<file path="config.mk">
export PLATFORM = sky130hd
export DESIGN_NAME = top4_weight_select_normalize
export DESIGN_NICKNAME = d
export VERILOG_FILES = /design/src/design/tws_pkg.sv /design/src/design/tws_ctrl.sv /design/src/design/tws_dp.sv /design/src/design/top4_weight_select_normalize.sv
export SDC_FILE = /design/constraint.sdc
export NUM_CORES = 1
export LEC_CHECK = 0
export ABC_AREA = 0
export BUFFER_PORTS_ARGS = -buffer_cell sky130_fd_sc_hd__clkbuf_2
export CAP_MARGIN = 20
export CORE_MARGIN = 10
export CORE_UTILIZATION = 41
export CTS_CLUSTER_DIAMETER = 120
export DETAILED_ROUTE_END_ITERATION = 8
export PLACE_DENSITY = 0.58
export SYNTH_ARGS = -nofsm -noshare
export SYNTH_HDL_FRONTEND = slang
export SYNTH_SLANG_ARGS = --single-unit
</file>
<file path="constraint.sdc">
create_clock -name clk -period 7.16 [get_ports clk]
set_clock_uncertainty 0.15 [all_clocks]
set_input_delay 0.716 -clock clk [delete_from_list [all_inputs] [get_ports clk]]
set_output_delay 0.716 -clock clk [all_outputs]
set_load 0.02 [all_outputs]
</file>
<file path="src/design/tws_pkg.sv">
// ----------------------------------------------------------------------------
// tws_pkg
// Shared types and constants for the four-bone weight selector.
// ----------------------------------------------------------------------------
package tws_pkg;

    localparam int KEEP_DEFAULT = 4;
    localparam int OUT_SLOTS    = 4;
    localparam int SLOT_W       = $clog2(OUT_SLOTS);
    localparam int DATA_W       = 16;
    localparam int DIV_STEPS    = DATA_W + 1;
    localparam int STEP_W       = $clog2(DIV_STEPS);
    localparam logic [DATA_W-1:0] SHARE_MAX = {DATA_W{1'b1}};

    typedef struct packed {
        logic              present;
        logic [DATA_W-1:0] bone_index;
        logic [DATA_W-1:0] influence_weight;
        logic              last;
    } tws_in_t;

    typedef struct packed {
        logic [DATA_W-1:0] bone_0;
        logic [DATA_W-1:0] bone_1;
        logic [DATA_W-1:0] bone_2;
        logic [DATA_W-1:0] bone_3;
        logic [DATA_W-1:0] share_0;
        logic [DATA_W-1:0] share_1;
        logic [DATA_W-1:0] share_2;
        logic [DATA_W-1:0] share_3;
    } tws_out_t;

    typedef struct packed {
        logic              insert;
        logic              div_step;
        logic              step_first;
        logic              step_last;
        logic [SLOT_W-1:0] slot;
        logic              publish;
    } tws_cmd_t;

    typedef enum logic [2:0] {
        ST_IDLE = 3'b001,
        ST_DIV  = 3'b010,
        ST_DONE = 3'b100
    } tws_state_t;

endpackage

</file>
<file path="src/design/tws_ctrl.sv">
// ----------------------------------------------------------------------------
// tws_ctrl
// Sequencer: accepts influences, steps the shared divider over the four
// output slots and hands the result to the output register.
// ----------------------------------------------------------------------------
module tws_ctrl (
    input  logic             clk,
    input  logic             rst_n,
    input  logic             in_valid,
    input  logic             in_present,
    input  logic             in_last,
    output logic             in_ready,
    output logic             out_valid,
    input  logic             out_ready,
    output tws_pkg::tws_cmd_t cmd
);
    import tws_pkg::*;

    tws_state_t        state_reg, state_next;
    logic [SLOT_W-1:0] slot_reg, slot_next;
    logic [STEP_W-1:0] step_reg, step_next;
    logic              out_valid_reg, out_valid_next;
    logic              step_last;
    logic              publish;

    assign step_last = (step_reg == STEP_W'(DIV_STEPS - 1));
    assign in_ready  = (state_reg == ST_IDLE);
    assign out_valid = out_valid_reg;
    assign publish   = (state_reg == ST_DONE) && (!out_valid_reg || out_ready);

    always_comb
    begin
        state_next = state_reg;
        slot_next  = slot_reg;
        step_next  = step_reg;
        unique case (state_reg)
            ST_IDLE:
            begin
                if (in_valid && in_last)
                begin
                    state_next = ST_DIV;
                    slot_next  = '0;
                    step_next  = '0;
                end
            end
            ST_DIV:
            begin
                if (step_last)
                begin
                    step_next = '0;
                    if (slot_reg == SLOT_W'(OUT_SLOTS - 1))
                        state_next = ST_DONE;
                    else
                        slot_next = slot_reg + 1'b1;
                end
                else
                begin
                    step_next = step_reg + 1'b1;
                end
            end
            ST_DONE:
            begin
                if (publish)
                    state_next = ST_IDLE;
            end
            default:
            begin
                state_next = ST_IDLE;
            end
        endcase
    end

    always_comb
    begin
        if (publish)
            out_valid_next = 1'b1;
        else if (out_ready)
            out_valid_next = 1'b0;
        else
            out_valid_next = out_valid_reg;
    end

    always_comb
    begin
        cmd.insert     = in_valid && in_ready && in_present;
        cmd.div_step   = (state_reg == ST_DIV);
        cmd.step_first = (step_reg == '0);
        cmd.step_last  = step_last;
        cmd.slot       = slot_reg;
        cmd.publish    = publish;
    end

    always_ff @(posedge clk or negedge rst_n)
    begin
        if (!rst_n)
        begin
            state_reg     <= ST_IDLE;
            slot_reg      <= '0;
            step_reg      <= '0;
            out_valid_reg <= 1'b0;
        end
        else
        begin
            state_reg     <= state_next;
            slot_reg      <= slot_next;
            step_reg      <= step_next;
            out_valid_reg <= out_valid_next;
        end
    end

endmodule

</file>
<file path="src/design/tws_dp.sv">
// ----------------------------------------------------------------------------
// tws_dp
// Datapath: sorted store of kept influences with running sum, a one bit per
// cycle restoring divider and the output register.
// ----------------------------------------------------------------------------
module tws_dp #(
    parameter int KEEP = tws_pkg::KEEP_DEFAULT
) (
    input  logic              clk,
    input  logic              rst_n,
    input  tws_pkg::tws_cmd_t cmd,
    input  tws_pkg::tws_in_t  in_data,
    output tws_pkg::tws_out_t out_data
);
    import tws_pkg::*;

    localparam int CW = $clog2(KEEP + 1);
    localparam int SW = DATA_W + $clog2(KEEP);

    logic [DATA_W-1:0] bone_reg   [KEEP];
    logic [DATA_W-1:0] weight_reg [KEEP];
    logic [DATA_W-1:0] bone_next  [KEEP];
    logic [DATA_W-1:0] weight_next[KEEP];
    logic [CW-1:0]     count_reg;
    logic [SW-1:0]     sum_reg;
    logic [KEEP-1:0]   ge;

    logic [DATA_W-1:0] slot_bone  [OUT_SLOTS];
    logic [DATA_W-1:0] slot_weight[OUT_SLOTS];
    logic [DATA_W-1:0] share_reg  [OUT_SLOTS];

    logic [SW-1:0]     rem_reg;
    logic [DIV_STEPS-2:0] quo_reg;
    logic [DATA_W-1:0] div_w;
    logic [SW-1:0]     rem_in;
    logic              bit_in;
    logic [SW:0]       trial;
    logic [SW:0]       diff;
    logic              take;
    logic [DIV_STEPS-1:0] quo_full;
    logic              zero_sum;
    tws_out_t          out_reg;

    // insertion: an equal weight stays ahead of the new pair
    genvar gi;
    generate
        for (gi = 0; gi < KEEP; gi++)
        begin : g_slot
            assign ge[gi] = (CW'(gi) < count_reg) &&
                            (weight_reg[gi] >= in_data.influence_weight);
            if (gi == 0)
            begin : g_first
                always_comb
                begin
                    if (ge[gi])
                    begin
                        bone_next[gi]   = bone_reg[gi];
                        weight_next[gi] = weight_reg[gi];
                    end
                    else
                    begin
                        bone_next[gi]   = in_data.bone_index;
                        weight_next[gi] = in_data.influence_weight;
                    end
                end
            end
            else
            begin : g_rest
                always_comb
                begin
                    if (ge[gi])
                    begin
                        bone_next[gi]   = bone_reg[gi];
                        weight_next[gi] = weight_reg[gi];
                    end
                    else if (ge[gi-1])
                    begin
                        bone_next[gi]   = in_data.bone_index;
                        weight_next[gi] = in_data.influence_weight;
                    end
                    else
                    begin
                        bone_next[gi]   = bone_reg[gi-1];
                        weight_next[gi] = weight_reg[gi-1];
                    end
                end
            end
        end

        for (gi = 0; gi < OUT_SLOTS; gi++)
        begin : g_out
            if (gi < KEEP)
            begin : g_used
                assign slot_bone[gi]   = bone_reg[gi];
                assign slot_weight[gi] = weight_reg[gi];
            end
            else
            begin : g_unused
                assign slot_bone[gi]   = '0;
                assign slot_weight[gi] = '0;
            end
        end
    endgenerate

    always_ff @(posedge clk or negedge rst_n)
    begin
        if (!rst_n)
        begin
            for (int i = 0; i < KEEP; i++)
            begin
                bone_reg[i]   <= '0;
                weight_reg[i] <= '0;
            end
            count_reg <= '0;
            sum_reg   <= '0;
        end
        else if (cmd.publish)
        begin
            for (int i = 0; i < KEEP; i++)
            begin
                bone_reg[i]   <= '0;
                weight_reg[i] <= '0;
            end
            count_reg <= '0;
            sum_reg   <= '0;
        end
        else if (cmd.insert && !ge[KEEP-1])
        begin
            for (int i = 0; i < KEEP; i++)
            begin
                bone_reg[i]   <= bone_next[i];
                weight_reg[i] <= weight_next[i];
            end
            if (count_reg != CW'(KEEP))
                count_reg <= count_reg + 1'b1;
            sum_reg <= sum_reg + SW'(in_data.influence_weight) - SW'(weight_reg[KEEP-1]);
        end
    end

    // restoring divider, weight * 2^16 / sum, one quotient bit per cycle
    assign div_w    = slot_weight[cmd.slot];
    assign rem_in   = cmd.step_first ? SW'(div_w[DATA_W-1:1]) : rem_reg;
    assign bit_in   = cmd.step_first ? div_w[0] : 1'b0;
    assign trial    = {rem_in, bit_in};
    assign diff     = trial - {1'b0, sum_reg};
    assign take     = (trial >= {1'b0, sum_reg});
    assign quo_full = {quo_reg, take};
    assign zero_sum = (sum_reg == '0);

    always_ff @(posedge clk)
    begin
        if (cmd.div_step)
        begin
            rem_reg <= take ? diff[SW-1:0] : trial[SW-1:0];
            quo_reg <= quo_full[DIV_STEPS-2:0];
            if (cmd.step_last)
                share_reg[cmd.slot] <= quo_full[DIV_STEPS-1] ? SHARE_MAX
                                                             : quo_full[DATA_W-1:0];
        end
    end

    always_ff @(posedge clk)
    begin
        if (cmd.publish)
        begin
            out_reg.bone_0  <= zero_sum ? '0 : slot_bone[0];
            out_reg.bone_1  <= zero_sum ? '0 : slot_bone[1];
            out_reg.bone_2  <= zero_sum ? '0 : slot_bone[2];
            out_reg.bone_3  <= zero_sum ? '0 : slot_bone[3];
            out_reg.share_0 <= zero_sum ? '0 : share_reg[0];
            out_reg.share_1 <= zero_sum ? '0 : share_reg[1];
            out_reg.share_2 <= zero_sum ? '0 : share_reg[2];
            out_reg.share_3 <= zero_sum ? '0 : share_reg[3];
        end
    end

    assign out_data = out_reg;

endmodule

</file>
<file path="src/design/top4_weight_select_normalize.sv">
// ----------------------------------------------------------------------------
// top4_weight_select_normalize
// Keeps the four largest bone influences of a vertex and normalizes them.
// ----------------------------------------------------------------------------
// usage:
//   input channel carries one influence per transaction (bone, weight, present,
//   last); present low adds nothing, last closes the vertex
//   influences are taken one per cycle while in_ready is high; each is sorted
//   into the store in the cycle it is accepted
//   after the last transaction the block is busy: the shared divider produces
//   one quotient bit per cycle for each of the four slots in turn, then the
//   result is loaded into the output register
//   output channel carries one result per vertex: four bones largest first and
//   their shares in Q0.16, zero in unused slots and all zero on a zero sum
//   the output register lets the next vertex stream in while a result waits;
//   if a second vertex finishes while the receiver stalls, the block holds
//   in_ready low until the pending result is taken
//   reset empties the store and drops any pending result
// ----------------------------------------------------------------------------
module top4_weight_select_normalize #(
    parameter int KEEP = tws_pkg::KEEP_DEFAULT
) (
    input  logic              clk,
    input  logic              rst_n,
    input  logic              in_valid,
    output logic              in_ready,
    input  tws_pkg::tws_in_t  in_data,
    output logic              out_valid,
    input  logic              out_ready,
    output tws_pkg::tws_out_t out_data
);
    import tws_pkg::*;

    tws_cmd_t cmd;

    tws_ctrl u_ctrl (
        .clk        (clk),
        .rst_n      (rst_n),
        .in_valid   (in_valid),
        .in_present (in_data.present),
        .in_last    (in_data.last),
        .in_ready   (in_ready),
        .out_valid  (out_valid),
        .out_ready  (out_ready),
        .cmd        (cmd)
    );

    tws_dp #(
        .KEEP (KEEP)
    ) u_dp (
        .clk      (clk),
        .rst_n    (rst_n),
        .cmd      (cmd),
        .in_data  (in_data),
        .out_data (out_data)
    );

endmodule

</file>
# After elaboration in Yosys (flattened, before gate mapping)
# Memory sizes are Yosys's and may differ from the RTL's. A register that Yosys moved wholly into a read port is not among the register bits.
# Cells that the tools add are included.
[totals]
reg_bits = 258
mem_bits_rw = 64
out_inout_bits = 130
wordCells = 126
n_memories = 1
[memory_table]
columns = ["name", "words", "width", "rd", "rd_ports_with_merged_regs", "write_ports", "line", "rtl"]
rows = [
  ["u_dp.share_reg", 4, 16, 4, 4, 1, "tws_dp.sv:30", "logic [DATA_W-1:0] share_reg [OUT_SLOTS];"],
]
[op_classes]
add_sub_neg = 6
magnitude_cmp = 10
eq_ne = 15
muxes = 47
n_bitwise = 1
n_reduce_logical = 26
[op_table]
columns = ["op", "n"]
rows = [
  ["16-bit two-way mux", 17],
  ["64-bit two-way mux", 4],
  ["18-bit two-way mux", 4],
  ["16-bit greater-or-equal comparator", 4],
  ["16-bit binary-select mux with 2-bit select", 1],
  ["3-bit two-way mux", 7],
  ["19-bit by 18-bit greater-or-equal comparator with 1-bit output", 1],
  ["18-bit by 16-bit adder with 18-bit output", 1],
  ["18-bit logical NOT", 1],
  ["18-bit by 16-bit subtractor with 18-bit output", 1],
  ["18-bit subtractor", 1],
  ["2-bit inequality test (second input constant)", 6],
  ["2-bit AND reduction", 6],
  ["5-bit two-way mux", 2],
  ["5-bit case mux with 2 select lines", 1],
  ["1-bit logical AND", 9],
  ["3-bit case mux with 3 select lines", 1],
  ["4-bit AND reduction", 2],
  ["2-bit nonzero test", 4],
  ["1-bit by 3-bit < comparator with 1-bit output (first input constant)", 2],
  ["2-bit by 3-bit < comparator with 1-bit output (first input constant)", 2],
  ["1-bit two-way mux", 6],
  ["2-bit two-way mux", 3],
  ["2-bit by 1-bit inequality test with 1-bit output (second input constant)", 3],
  ["other kinds (15)", 16],
]

# Longest topological paths before layout
[logic_depth]
depth_word = 7
mapped_depth = 17
depth_no_buf = 14

# By module
# A second synthesis with hierarchy kept.
[unflattened]
hier_cells = 1590
hier_area_um2 = 19547.5
[by_module_without_submodules]
columns = ["module", "instances", "cells_each", "area_per_inst_um2", "seq_area_each_um2"]
rows = [
  ["tws_dp", 1, 1526, 18881.9, 10515.1],
  ["tws_ctrl", 1, 64, 665.6, 276.5],
]

# Least setup slack after synthesis
# OpenSTA, ideal clock, no wires.
[synth_timing]
path_type = "in2reg"
startpoint = "input out_ready"
endpoint = "register, netlist name out_data[0]"
arrival_time_ps = 3880
t_required_ps = 6526
slack_ps = 2646
stages = 5
path_cell_list = "nand2b_1 -> nand3_1 -> clkbuf_1 -> clkbuf_1 -> inv_1"
[synth_rtl]
columns = ["item", "line", "rtl"]
rows = [
  ["start: declaration", "top4_weight_select_normalize.sv:29", "input logic out_ready,"],
]

# Worst setup path in the final report
[layout_timing]
startpoint = "register u_ctrl.slot_reg[0]"
endpoint = "register u_dp.rem_reg[7] (data pin)"
[layout_via]
elab_chain_cells = 7
elab_cells_between_ends = 9
[layout_rtl]
columns = ["item", "line", "rtl"]
rows = [
  ["start: declaration", "tws_ctrl.sv:20", "logic [SLOT_W-1:0] slot_reg, slot_next;"],
  ["start signal: assignment", "tws_ctrl.sv:105", "slot_reg <= slot_next;"],
  ["2-bit NOT with 3-bit output (not written as such) *", "tws_dp.sv:141", "assign div_w = slot_weight[cmd.slot];"],
  ["16-bit binary-select mux with 2-bit select *", "tws_dp.sv:141", ""],
  ["16-bit two-way mux (not written as such) * (2 in series)", "tws_dp.sv:141", ""],
  ["1-bit two-way mux / 18-bit two-way mux (equally long branches)", "tws_dp.sv:143, tws_dp.sv:142", ""],
  ["18-bit subtractor / 19-bit by 18-bit greater-or-equal comparator with 1-bit output (equally long branches)", "tws_dp.sv:145, tws_dp.sv:146", ""],
  ["18-bit two-way mux *", "tws_dp.sv:154", "rem_reg <= take ? diff[SW-1:0] : trial[SW-1:0];"],
  ["end signal: assignment", "tws_dp.sv:154", ""],
  ["end: declaration", "tws_dp.sv:32", "logic [SW-1:0] rem_reg;"],
]
# Mark *: on every way between the ends. The rest lies on a longest branch, timed or not. The select of a mux whose other input is x is not followed.
# A chain may end at the register's enable or synchronous reset.

==> run_results.csv <==
group,metric,value,unit
clock_network,cts-buffers-inserted,42,
clock_network,cts-root-buf,"clkbuf_16",
clock_network,cts_buffer_depth,3,
synthesis,syn_area,19500,um2
finish,finish.net_count,1978,
clock_network,cts_tree,"yes",
synthesis,syn_area_per_cell,11.6,um2
place,place_inst,2377,
timing,worst_pin_slew,1.02,ns
timing,hold_viol,0,
setup_path,crit_path_max_incr_delay,0.72,ns
clock_network,h-tree-depth,2,
clock_network,worst_skew_pair.late_latency,0.58,ns
grt,grt_antenna_before_repair,3,
clock_network,clkTransAtPathRegs,0.06,ns
synthesis,synth_top_area_share,34.9,%
setup_path,path_max_fanout,13,
route,drtPass1Iterations,5,
power,switchingPower,4020,uW
synthesis,yosys.area.top_type,"edfxtp_1",
setup_path,rr_worst_depth,13,
setup_path,critical-path-top-delay-family,"compound AO/OA/AOI/OAI gates",
floorplan,ios,168,
flow_run,cap_viol_max_count,0,
route,drc,0,
grt,grt_first_pass_wirelength,79300,um
finish,utilization,47.9,%
finish,areaGrowthSynthToFinish,15.1,%
timing,slew_viol_final,0,
setup_path,endpoint_kind,"register",
route,drt_iter0_markers,1132,
synthesis,ys_ff_latch,386,
floorplan,fp.dieH,238,um
grt,grt_start_max_net_pins,99,
grt,first_global_vias,13300,
timing,period_share,61.7,%
floorplan,start_util,41.6,%
power,p_leak,0.00938,uW
power,swShare,39.2,%
synthesis,async_flop_share,41.5,%
power,ir_worst_vdd,196,uV
timing,slew-limit-headroom,32.2,%
finish,layout-drive-gt1-share,17.3,%
timing,rsz0062_at_grt,"false",
floorplan,core,46800,um2
synthesis,synth_nets,1837,
timing,fin_crit,4.42,ns
finish,final_cell_count_no_fill,2457,
route,wl_per_cell,20.4,um
synthesis,synth_cells,1673,
setup_path,start_kind,"register",
power,internal_power,6240,uW
floorplan,rows,79,
clock_network,cts_resized,0,
setup_path,crit_required,7.33,ns
synthesis,synthTopCellsByArea,"edfxtp_1 (35%), dfrtp_1 (20%), ha_1 (7.0%)",
power,seqPwrFrac,32.5,%
grt,grt.total_usage,17.7,%
power,p_comb_share,45.6,%
clock_network,cts.sinks,386,
clock_network,cts_setup_buffers,0,
setup_path,crit_slowest_cell,"dfrtp_1",
timing,setup_violations,0,
setup_path,crit_path_cell_trace,"buf_4 -> mux4_2 -> nand2_1 -> nand2_1 -> ha_1 -> a21oi_1 -> o21ai_0 -> nand3_1 -> nand3_1 -> a311oi_1 -> o21ai_2 -> buf_8 -> mux2_2",
clock_network,ctsHoldBuffers,0,
power,p_clk_share,21.9,%
floorplan,dieArea,56600,um2
synthesis,ys.flop_type,"edfxtp_1",
floorplan,die-width,238,um
finish,fillCellCount,4218,
setup_path,timing.critical_path.buf_inv,2,
setup_path,cp.depth,13,
place,hpwl,34200,um
timing,fin_tns_setup,0,ns
route,dr_total_vias,13200,
setup_path,worstPathArrival,4.59,ns
timing,fmax,226,MHz
power,power_density,458,nW/um2
synthesis,synth_edf_count,226,
route,drt_wl_total,50100,um
hold_path,worstHoldPathType,"input pin to asynchronous set/reset pin",
grt,overflow,0,
place,io_buffer_count,167,
synthesis,ys_seq_area_share,55.5,%
synthesis,yosysWarningCount,0,
route,via_per_inst,5.38,
timing,hold_ws,0.138,ns
status,outcome,"completed",
synthesis,synth_cell_type_count,57,
route,ant_nets,0,
setup_path,path_class,"register to register",
place,place.gp.congestion,0.901,
-- layer usage --
layer	global-route usage (%)	vias to the layer above	routed length (um)
met5	0	-	13
li1	-	6335	-
met2	28.0	326	23100
met3	3.98	59	3330
met1	24.0	6505	22700
met4	4.87	2	1040
-- cell type report --
cell class	instances	area [um2]	share of cell area (%)
sequential	386	10800	48.2
multi-input combinational	1106	8050	35.9
clock buffer	55	1180	5.27
timing repair buffer	188	1010	4.50
tap	607	759	3.39
inverter	90	340	1.52
clock inverter	23	260	1.16
antenna	2	5.00	0.0223
-- metrics by stage --
step	setup WS [ns]	cell area [um2]	power, uW
global route	2.39	22400	11100
global placement	2.54	20900	7870
floorplan	2.65	19500	6780
detailed placement	2.75	20900	7990
finish	2.74	22400	10300
CTS	2.71	22400	10300
-- worst paths after layout --
check | startpoint | end | slack, ns
setup / recovery | u_ctrl.slot_reg[0] | u_dp.rem_reg[7] | 2.74
hold / removal | rst_n | u_dp.slot_weight[6] | 0.14
setup reg to reg | u_ctrl.slot_reg[0] | u_dp.rem_reg[7] | 2.74
hold reg to reg | u_dp.quo_reg[4] | u_dp.quo_reg[5] | 0.29
max in group asynchronous | rst_n | u_dp.bone_reg[37] | 5.25
min in group clk | in_data[0] | u_ctrl.state_reg[1] | 0.22
-- power by group through the flow --
stage               combinational (uW)  clock (uW)  sequential [uW]
floorplan                         3580           0             3200
global placement                  4500           0             3370
detailed placement                4620           0             3370
CTS                               4660        2300             3330
global route                      5270        2380             3400
finish                            4670        2250             3340
-- cell families (layout without fill, tap and decap cells) --
family | Yosys count | after routing | synth area share (%)
multiplexers | 135 | 135 | 8.10
AND/OR/NAND/NOR | 445 | 445 | 11.8
buffers and inverters | 181 | 356 | 3.54
XOR/XNOR | 27 | 27 | 1.22
adder cells (fa/ha/maj) | 126 | 126 | 8.76
flip-flops | 386 | 386 | 55.5
other | 0 | 2 | 0
AO/OA/AOI/OAI | 373 | 373 | 11.1
-- cell usage in the layout, fill, tap and decap left out, drive strengths merged, types with 17 or more instances in the layout --
cell type  netlist  layout
edfxtp         226     226
clkbuf          68     221
dfrtp          159     159
o21ai          139     139
nor2b          131     131
a21oi          131     131
nand2          120     120
ha             109     109
mux2i          100     100
nand3           94      94
inv             90      92
o211ai          35      35
nor2            30      30
buf             23      22
or2             20      20
xnor2           19      19
mux2            19      19
fa              17      17
-- synth_stat cells, types with 8 or more instances --
library cell and n:
or2_2 19, nor2_1 30, dfrtp_1 159, clkbuf_1 68
buf_1 15, mux4_2 16, o21ai_1 30, ha_1 109
nor2b_1 131, fa_1 17, mux2_2 19, o21ai_0 109
a21oi_1 130, buf_2 8, nand3_1 94, a21o_1 12
xor2_1 8, inv_1 90, o211ai_1 35, a31oi_1 8
o31ai_1 9, nand2_1 120, xnor2_1 19, nand2b_1 11
mux2i_1 100, edfxtp_1 226, nand4_1 10
Power figures use the tool's default switching activity.
